<file path="src/hdl/assert_macros.svh">
// Assertion helper macros shared by the RTL.
`ifndef ASSERT_MACROS_SVH
`define ASSERT_MACROS_SVH

// Same-cycle implication, held off during reset.
`define CHK_IMPL(name, clk, rst, ante, cons) \
  name: assert property (@(posedge clk) disable iff (rst) (ante) |-> (cons)) \
    else $error("same-cycle check failed");

// Next-cycle implication, held off during reset.
`define CHK_NEXT(name, clk, rst, ante, cons) \
  name: assert property (@(posedge clk) disable iff (rst) (ante) |=> (cons)) \
    else $error("next-cycle check failed");

`endif

</file>
<file path="src/hdl/lstb_pkg.sv">
// Shared types and constants for the latency statistics tracker bank.
package lstb_pkg;

  localparam int WORD_W = 64;
  localparam int ID_W   = 3;
  localparam int CMD_W  = 2;
  localparam int CFG_W  = 4;

  localparam logic [CMD_W-1:0] CMD_RECORD = 2'd0;
  localparam logic [CMD_W-1:0] CMD_READ   = 2'd1;
  localparam logic [CMD_W-1:0] CMD_CLEAR  = 2'd2;

  // operation kinds after classification
  localparam logic [1:0] OP_RECORD    = 2'd0;
  localparam logic [1:0] OP_READ      = 2'd1;
  localparam logic [1:0] OP_CLEAR     = 2'd2;
  localparam logic [1:0] OP_READ_ZERO = 2'd3;

  localparam int Q_DEPTH = 4;
  localparam int Q_PTR_W = 2;
  localparam int Q_CNT_W = 3;

  typedef struct packed {
    logic [1:0]        kind;
    logic [ID_W-1:0]   id;
    logic [WORD_W-1:0] sample;
  } op_t;

  typedef struct packed {
    logic div_start;
    logic div_busy;
    logic div_done;
    logic out_valid;
  } bk_status_t;

endpackage

</file>
<file path="src/hdl/latency_stats_tracker_bank_top.sv">
// Latency statistics tracker bank: top level.
// Input channel (push/full): one transaction carries cmd, tracker_id and
// latency_value; it is taken when push is high and full is low.
// Result channel (empty/pop): a read yields one transaction; the fields are
// valid while empty is low and leave when pop is high.
// Config channel (cfg_valid/cfg_ready): writes trackers_in_use; cfg_ready is
// always high. Write it only while the bank is idle.
// Throughput: the back end takes a record or clear from the queue head at once,
// so one sample per cycle is sustained while no read waits on the divider. A
// read with a nonzero count holds the shared 64-bit restoring divider while it
// forms 64 quotient bits and until the handoff to the result register; a read
// with count zero or an invalid id skips the quotient bits and holds it until
// the handoff. A second read stops at the head of the 4-entry command queue,
// and everything behind it, until the divider is free.
// Reset: synchronous; all trackers return to count 0, sum 0, min all ones,
// max 0, trackers_in_use to 0, command queue and result register empty.
// Stall: a result not popped holds the divider's finished quotient; once
// the queue fills, full rises and input transactions wait.
`include "assert_macros.svh"

module latency_stats_tracker_bank_top #(
  parameter int NUM_TRACKERS = 8
) (
  input  logic                        clk,
  input  logic                        rst,
  input  logic                        push,
  output logic                        full,
  input  logic [lstb_pkg::CMD_W-1:0]  cmd,
  input  logic [lstb_pkg::ID_W-1:0]   tracker_id,
  input  logic [lstb_pkg::WORD_W-1:0] latency_value,
  output logic                        empty,
  input  logic                        pop,
  output logic [lstb_pkg::WORD_W-1:0] sample_count,
  output logic [lstb_pkg::WORD_W-1:0] sum_latency,
  output logic [lstb_pkg::WORD_W-1:0] min_latency,
  output logic [lstb_pkg::WORD_W-1:0] max_latency,
  output logic [lstb_pkg::WORD_W-1:0] avg_latency,
  input  logic                        cfg_valid,
  output logic                        cfg_ready,
  input  logic [lstb_pkg::CFG_W-1:0]  cfg_data
);
  import lstb_pkg::*;

  logic               q_wr;
  op_t                q_wr_op;
  logic               q_full;
  op_t                q_rd_op;
  logic               q_not_empty;
  logic               q_rd;
  logic [Q_CNT_W-1:0] q_count;
  bk_status_t         bk_st;

  // front: config register and classification
  lstb_front #(.NUM_TRACKERS(NUM_TRACKERS)) u_front (
    .clk           (clk),
    .rst           (rst),
    .push          (push),
    .full          (full),
    .cmd           (cmd),
    .tracker_id    (tracker_id),
    .latency_value (latency_value),
    .cfg_valid     (cfg_valid),
    .cfg_ready     (cfg_ready),
    .cfg_data      (cfg_data),
    .q_wr          (q_wr),
    .q_op          (q_wr_op),
    .q_full        (q_full)
  );

  // decoupling queue
  lstb_queue u_queue (
    .clk       (clk),
    .rst       (rst),
    .wr        (q_wr),
    .wr_data   (q_wr_op),
    .full      (q_full),
    .rd        (q_rd),
    .rd_data   (q_rd_op),
    .not_empty (q_not_empty),
    .count     (q_count)
  );

  // back: stores, divider, result register
  lstb_back #(.NUM_TRACKERS(NUM_TRACKERS)) u_back (
    .clk          (clk),
    .rst          (rst),
    .op_valid     (q_not_empty),
    .op           (q_rd_op),
    .op_take      (q_rd),
    .empty        (empty),
    .pop          (pop),
    .sample_count (sample_count),
    .sum_latency  (sum_latency),
    .min_latency  (min_latency),
    .max_latency  (max_latency),
    .avg_latency  (avg_latency),
    .status       (bk_st)
  );

  // a finished quotient is never dropped while the result register is held
  `CHK_NEXT(a_done_held, clk, rst, bk_st.div_done && bk_st.out_valid && !pop, bk_st.div_done)
  // a read is only launched into an idle divider
  `CHK_IMPL(a_start_idle, clk, rst, bk_st.div_start, !bk_st.div_busy)
  // full reflects a queue at capacity
  `CHK_IMPL(a_full_count, clk, rst, full, q_count == Q_CNT_W'(Q_DEPTH))

endmodule

</file>
<file path="src/hdl/lstb_queue.sv">
// Small FIFO of classified operations between front and back.
module lstb_queue (
  input  logic                    clk,
  input  logic                    rst,
  input  logic                    wr,
  input  lstb_pkg::op_t           wr_data,
  output logic                    full,
  input  logic                    rd,
  output lstb_pkg::op_t           rd_data,
  output logic                    not_empty,
  output logic [lstb_pkg::Q_CNT_W-1:0] count
);
  import lstb_pkg::*;

  op_t               mem [Q_DEPTH];
  logic [Q_PTR_W-1:0] wr_ptr;
  logic [Q_PTR_W-1:0] rd_ptr;
  logic               do_wr;
  logic               do_rd;

  assign full      = (count == Q_CNT_W'(Q_DEPTH));
  assign not_empty = (count != '0);
  assign do_wr     = wr && !full;
  assign do_rd     = rd && not_empty;
  assign rd_data   = mem[rd_ptr];

  always_ff @(posedge clk) begin
    if (do_wr) begin
      mem[wr_ptr] <= wr_data;
    end
  end

  always_ff @(posedge clk) begin
    if (rst) begin
      wr_ptr <= '0;
      rd_ptr <= '0;
      count  <= '0;
    end else begin
      if (do_wr) begin
        wr_ptr <= wr_ptr + 1'b1;
      end
      if (do_rd) begin
        rd_ptr <= rd_ptr + 1'b1;
      end
      if (do_wr && !do_rd) begin
        count <= count + 1'b1;
      end else if (do_rd && !do_wr) begin
        count <= count - 1'b1;
      end
    end
  end

endmodule

</file>
<file path="src/hdl/lstb_front.sv">
// Front end: config register, id check and command classification.
module lstb_front #(
  parameter int NUM_TRACKERS = 8
) (
  input  logic                          clk,
  input  logic                          rst,
  input  logic                          push,
  output logic                          full,
  input  logic [lstb_pkg::CMD_W-1:0]    cmd,
  input  logic [lstb_pkg::ID_W-1:0]     tracker_id,
  input  logic [lstb_pkg::WORD_W-1:0]   latency_value,
  input  logic                          cfg_valid,
  output logic                          cfg_ready,
  input  logic [lstb_pkg::CFG_W-1:0]    cfg_data,
  output logic                          q_wr,
  output lstb_pkg::op_t                 q_op,
  input  logic                          q_full
);
  import lstb_pkg::*;

  logic [CFG_W-1:0] trackers_in_use;
  logic             id_ok;
  logic             keep;
  logic             accept;

  assign cfg_ready = 1'b1;
  assign full      = q_full;
  assign accept    = push && !q_full;

  always_ff @(posedge clk) begin
    if (rst) begin
      trackers_in_use <= '0;
    end else if (cfg_valid) begin
      trackers_in_use <= cfg_data;
    end
  end

  // id must be below both the registered count and the bank size
  assign id_ok = ({1'b0, tracker_id} < trackers_in_use) &&
                 (32'(tracker_id) < NUM_TRACKERS);

  always_comb begin
    q_op.id     = tracker_id;
    q_op.sample = latency_value;
    q_op.kind   = OP_RECORD;
    keep        = 1'b0;
    unique case (cmd)
      CMD_RECORD: begin
        q_op.kind = OP_RECORD;
        keep      = id_ok;
      end
      CMD_READ: begin
        q_op.kind = id_ok ? OP_READ : OP_READ_ZERO;
        keep      = 1'b1;
      end
      CMD_CLEAR: begin
        q_op.kind = OP_CLEAR;
        keep      = id_ok;
      end
      default: begin
        keep = 1'b0;
      end
    endcase
  end

  assign q_wr = accept && keep;

endmodule

</file>
<file path="src/hdl/lstb_div.sv">
// Radix-2 restoring divider, 64-bit, one quotient bit per cycle.
module lstb_div (
  input  logic                        clk,
  input  logic                        rst,
  input  logic                        start,
  input  logic [lstb_pkg::WORD_W-1:0] dividend,
  input  logic [lstb_pkg::WORD_W-1:0] divisor,
  input  logic                        ack,
  output logic                        busy,
  output logic                        done,
  output logic [lstb_pkg::WORD_W-1:0] quotient
);
  import lstb_pkg::*;

  localparam logic [1:0] S_IDLE = 2'd0;
  localparam logic [1:0] S_RUN  = 2'd1;
  localparam logic [1:0] S_DONE = 2'd2;
  localparam int STEP_W = $clog2(WORD_W);

  logic [1:0]        state;
  logic [STEP_W-1:0] step;
  logic [WORD_W-1:0] rem;
  logic [WORD_W-1:0] quo;
  logic [WORD_W-1:0] dvs;
  logic [WORD_W:0]   rem_sh;
  logic [WORD_W+1:0] diff;
  logic              ge;

  assign rem_sh   = {rem, quo[WORD_W-1]};
  assign diff     = {1'b0, rem_sh} - {2'b00, dvs};
  assign ge       = !diff[WORD_W+1];
  assign busy     = (state != S_IDLE);
  assign done     = (state == S_DONE);
  assign quotient = quo;

  always_ff @(posedge clk) begin
    if (rst) begin
      state <= S_IDLE;
    end else begin
      unique case (state)
        S_IDLE: begin
          if (start) begin
            state <= (divisor == '0) ? S_DONE : S_RUN;
          end
        end
        S_RUN: begin
          if (step == '0) begin
            state <= S_DONE;
          end
        end
        S_DONE: begin
          if (ack) begin
            state <= S_IDLE;
          end
        end
        default: state <= S_IDLE;
      endcase
    end
  end

  // datapath
  always_ff @(posedge clk) begin
    if (state == S_IDLE && start) begin
      rem  <= '0;
      quo  <= (divisor == '0) ? '0 : dividend;
      dvs  <= divisor;
      step <= STEP_W'(WORD_W - 1);
    end else if (state == S_RUN) begin
      quo  <= {quo[WORD_W-2:0], ge};
      rem  <= ge ? diff[WORD_W-1:0] : rem_sh[WORD_W-1:0];
      step <= step - 1'b1;
    end
  end

endmodule

</file>
<file path="src/hdl/lstb_back.sv">
// Back end: tracker stores, record/clear updates, read snapshot and result register.
module lstb_back #(
  parameter int NUM_TRACKERS = 8
) (
  input  logic                        clk,
  input  logic                        rst,
  input  logic                        op_valid,
  input  lstb_pkg::op_t               op,
  output logic                        op_take,
  output logic                        empty,
  input  logic                        pop,
  output logic [lstb_pkg::WORD_W-1:0] sample_count,
  output logic [lstb_pkg::WORD_W-1:0] sum_latency,
  output logic [lstb_pkg::WORD_W-1:0] min_latency,
  output logic [lstb_pkg::WORD_W-1:0] max_latency,
  output logic [lstb_pkg::WORD_W-1:0] avg_latency,
  output lstb_pkg::bk_status_t        status
);
  import lstb_pkg::*;

  localparam int DEPTH = (NUM_TRACKERS < (1 << ID_W)) ? NUM_TRACKERS : (1 << ID_W);
  localparam int IDX_W = (DEPTH > 1) ? $clog2(DEPTH) : 1;

  logic [WORD_W-1:0] cnt_st [DEPTH];
  logic [WORD_W-1:0] sum_st [DEPTH];
  logic [WORD_W-1:0] min_st [DEPTH];
  logic [WORD_W-1:0] max_st [DEPTH];

  logic [IDX_W-1:0]  ix;
  logic [WORD_W-1:0] cur_cnt, cur_sum, cur_min, cur_max;
  logic              is_read;
  logic              div_start, div_busy, div_done, out_load;
  logic [WORD_W-1:0] quotient;
  logic [WORD_W-1:0] snap_cnt, snap_sum, snap_min, snap_max;
  logic [WORD_W-1:0] rd_cnt, rd_sum, rd_min, rd_max;
  logic              out_valid;

  assign ix      = op.id[IDX_W-1:0];
  assign cur_cnt = cnt_st[ix];
  assign cur_sum = sum_st[ix];
  assign cur_min = min_st[ix];
  assign cur_max = max_st[ix];

  assign is_read   = (op.kind == OP_READ) || (op.kind == OP_READ_ZERO);
  assign op_take   = op_valid && (!is_read || !div_busy);
  assign div_start = op_take && is_read;

  // read values; invalid id reads as all zero, unset minimum reads as zero
  always_comb begin
    if (op.kind == OP_READ) begin
      rd_cnt = cur_cnt;
      rd_sum = cur_sum;
      rd_min = (cur_min == '1) ? '0 : cur_min;
      rd_max = cur_max;
    end else begin
      rd_cnt = '0;
      rd_sum = '0;
      rd_min = '0;
      rd_max = '0;
    end
  end

  always_ff @(posedge clk) begin
    if (rst) begin
      for (int i = 0; i < DEPTH; i++) begin
        cnt_st[i] <= '0;
        sum_st[i] <= '0;
        min_st[i] <= '1;
        max_st[i] <= '0;
      end
    end else if (op_take) begin
      if (op.kind == OP_RECORD) begin
        cnt_st[ix] <= cur_cnt + 1'b1;
        sum_st[ix] <= cur_sum + op.sample;
        if (op.sample < cur_min) begin
          min_st[ix] <= op.sample;
        end
        if (op.sample > cur_max) begin
          max_st[ix] <= op.sample;
        end
      end else if (op.kind == OP_CLEAR) begin
        cnt_st[ix] <= '0;
        sum_st[ix] <= '0;
        min_st[ix] <= '1;
        max_st[ix] <= '0;
      end
    end
  end

  // snapshot stays put until the divider is acked
  always_ff @(posedge clk) begin
    if (div_start) begin
      snap_cnt <= rd_cnt;
      snap_sum <= rd_sum;
      snap_min <= rd_min;
      snap_max <= rd_max;
    end
  end

  lstb_div u_div (
    .clk      (clk),
    .rst      (rst),
    .start    (div_start),
    .dividend (rd_sum),
    .divisor  (rd_cnt),
    .ack      (out_load),
    .busy     (div_busy),
    .done     (div_done),
    .quotient (quotient)
  );

  // result register
  assign out_load = div_done && (!out_valid || pop);
  assign empty    = !out_valid;

  always_ff @(posedge clk) begin
    if (rst) begin
      out_valid <= 1'b0;
    end else if (out_load) begin
      out_valid <= 1'b1;
    end else if (pop) begin
      out_valid <= 1'b0;
    end
  end

  always_ff @(posedge clk) begin
    if (out_load) begin
      sample_count <= snap_cnt;
      sum_latency  <= snap_sum;
      min_latency  <= snap_min;
      max_latency  <= snap_max;
      avg_latency  <= quotient;
    end
  end

  assign status.div_start = div_start;
  assign status.div_busy  = div_busy;
  assign status.div_done  = div_done;
  assign status.out_valid = out_valid;

endmodule

</file>
<file path="config.mk">
export PLATFORM = sky130hd
export DESIGN_NAME = latency_stats_tracker_bank_top
export DESIGN_NICKNAME = d
export VERILOG_FILES = /design/src/hdl/lstb_pkg.sv /design/src/hdl/latency_stats_tracker_bank_top.sv /design/src/hdl/lstb_queue.sv /design/src/hdl/lstb_front.sv /design/src/hdl/lstb_div.sv /design/src/hdl/lstb_back.sv
export VERILOG_INCLUDE_DIRS = /design/src /design/src/hdl
export SDC_FILE = /design/constraint.sdc
export NUM_CORES = 2
export LEC_CHECK = 0
export BUFFER_PORTS_ARGS = -buffer_cell sky130_fd_sc_hd__buf_2
export CAP_MARGIN = 20
export CORE_MARGIN = 3
export CORE_UTILIZATION = 48
export CTS_CLUSTER_DIAMETER = 200
export CTS_CLUSTER_SIZE = 20
export DETAILED_ROUTE_END_ITERATION = 10
export HOLD_SLACK_MARGIN = 0.15
export PLACE_DENSITY = 0.75
export SETUP_SLACK_MARGIN = 0.4
export SLEW_MARGIN = 40
export SYNTH_ARGS = -nofsm -noshare
export SYNTH_HDL_FRONTEND = slang
export SYNTH_HIERARCHICAL = 1
export SYNTH_SLANG_ARGS = --single-unit
</file>
<file path="constraint.sdc">
create_clock -name clk -period 43.2 [get_ports clk]
set_input_delay 8.64 -clock clk [delete_from_list [all_inputs] [get_ports clk]]
set_output_delay 8.64 -clock clk [all_outputs]
set_load 0.05 [all_outputs]
</file>
==> impl_results.md <==
* Status: complete, no violations
* Number of max-cap violations at 0
* CP bufs+invs at 4
* Commonest non-fill, non-tap cell in the layout: edfxtp_1
* CORE AREA at 280000 um2
* Final period util at 0.277
* Skew-Pair Late Insertion Delay at 920 ps
* Via count of the first global-routing pass at 87306
* Number of iterations in the first detailed-routing pass at 6
* H-Tree Level Count at 4
* Leading cell types in the layout, fill and taps excluded: edfxtp_1 (3028), nor2_1 (1931), a21oi_1 (406)
* Nets in the synthesized netlist at 10358
* Power Dens Cells at 59.1 nW/um2
* Crit start category: primary input
* Die Width at 538 um
* Layer with the highest usage: met2
* Highest net fanout along the worst path at 41
* Count of final setup violators at 0
* CTS tree: done
* Initial drt markers at 13094
* Starting density of the core at 0.484
* Post-synthesis instance area at 136000 um2
* Static leakage at 49.6 nW
* Number of top-level design ports at 401
* Post-route non-filler standard cell count at 13936
* Cell repeated most along the worst path: buf_4
* Maximum clock frequency at 83.5 MHz
* DR vias/cell at 6.45
* HPWL Detailed at 249000 um
* Setup Crit Path Kind: primary input to flop
* Crit path cell chain: buf_2, buf_4, nor3b_2, buf_4, and2_2, nor4_1, o22ai_2, nand2_2, nand2b_4, buf_4
* Final layout net count at 10477
* Number of antenna violations at the first check in global routing at 44
* Final estimated routing congestion in global placement at 0.919
* Port bufs at 399
* Global-route wire length before repair at 593000 um
* Total cell area at the placement stage at 142000 um2
* Total routing usage reported by global routing at 0.280
* Layout cells sized above 1 at 0.133
* Mapped Cells at 10010
* Clock slew seen by the registers of the worst setup and hold paths at 80 ps
* Placement row count at 194
* Met1 layer usage reported by global route at 0.364
* Buffer type at the clock tree root: clkbuf_16
* Setup repair after global routing missed its margin: no
* Class of the tightest hold or removal check: flop to flop
* Floorplan die area at 289000 um2
* Delay of the slowest critical-path stage at 600 ps
* Max VDD drop at 0.0000420 V
* Final design instance area without fill at 147000 um2
* Relative slew slack at 0.345
* Synth Warn # at 6
* CTS sink count at 3114
* TritonCTS Buffers at 181
* Count of nets left with antenna violations after detail routing at 0
* Required time worst endpoint at 43720 ps
* Post-Place Cells at 13662
* Routed wire length at 417000 um
* Global route overflow at 0
* Endpoints failing hold at 0
* M3 GR Usage at 0.0764
* Buffers inserted by post-CTS timing repair at 0
* Die Height at 538 um
* Routed wire length per instance at 29.9 um
* Endpoint kind of the worst setup timing path: flop
* DRC viols at 0
* Per-instance average area after synthesis at 13.6 um2
* Maximum clock skew at final layout at 101 ps
* Transition at the pin with the smallest max-transition slack at 982 ps
* Final max-slew violation count at 0
* Area delta synth->final at 8.21%
* Slowest stage cell, crit path: and2_2
* Worst EP arrival at 12490 ps
* Pin count of the biggest net entering global routing at 119
* Hold Buf Count CTS at 0
* Post-CTS sizing at 0
* Total negative slack for setup checks at 0 ps
* Final critical-path required period at 11970 ps
* CP top delay family: simple AND/OR/NAND/NOR gates
* Detailed-route via count at 89831
* Met2 demand-to-capacity share in global routing at 0.424
* Worst-case clock buffer depth at 4
-- through the flow --
| step | utilization | power [W] | worst slack, ps | hold WS, ps |
|---|---|---|---|---|
| after floorplan | - | 0.00591 | 10000 | 400 |
| after global placement | 0.503 | 0.00683 | 29910 | 401 |
| after detailed placement | 0.506 | 0.00693 | 29800 | 405 |
| after CTS | 0.523 | 0.00861 | 30740 | 411 |
| after global routing | 0.524 | 0.00901 | 31170 | 420 |
| final | 0.524 | 0.00869 | 31230 | 410 |
-- layout make-up --
| type | instances | area, um2 |
|---|---|---|
| Tap cell | 3724 | 4660 |
| Multi-Input combinational cell | 6099 | 40000 |
| Fill cell | 22732 | 133000 |
| Antenna cell | 37 | 92.6 |
| Clock inverter | 4 | 42.5 |
| Sequential cell | 3114 | 92700 |
| Clock buffer | 225 | 4800 |
| Timing Repair Buffer | 621 | 4250 |
| Inverter | 112 | 424 |
-- registers in the layout, summed over array words and instances (netlist names), 276 cells and up, named ones only --
register / count
u_queue/mem: 276
u_back/min_st: 512
u_back/cnt_st: 512
u_back/max_st: 512
u_back/sum_st: 512
-- final timing paths --
| kind | cells after the start | slack [ps] | to | startpoint |
|---|---|---|---|---|
| worst min-delay path | 0 | 410 | u_back/max_latency[63] | u_back/snap_max[63] |
| worst max register to register | 20 | 32830 | u_back/max_st[4][14] | flop |
| worst max-delay path | 10 | 31230 | u_back/max_st[4][14] | rst |
| worst min register to register | 0 | 410 | u_back/max_latency[63] | u_back/snap_max[63] |
-- worst reg2reg max path, delay by kind of cell, from the launching register on --
| kind | cells | cell delay, ps |
|---|---|---|
| simple gates | 10 | 3990 |
| buf+inv | 5 | 3300 |
| mux | 1 | 910 |
| flops | 1 | 810 |
| compound gates | 3 | 720 |
| fa+ha+maj | 1 | 310 |
-- metal layers --
metal  vias up  share of wire
met2      6916           0.44
met5         -        0.00067
li1      37377              -
met1     44289           0.35
met3      1205           0.14
met4        44          0.067
-- power breakdown --
group	switching, W	leakage, nW	internal [W]	total [W]
combinational	0.00220	18.2	0.000878	0.00308
sequential	0.000133	29.1	0.00376	0.00389
clock	0.000938	2.36	0.000779	0.00172
total	0.00327	49.6	0.00542	0.00869
(Power assumes the default switching activity.)
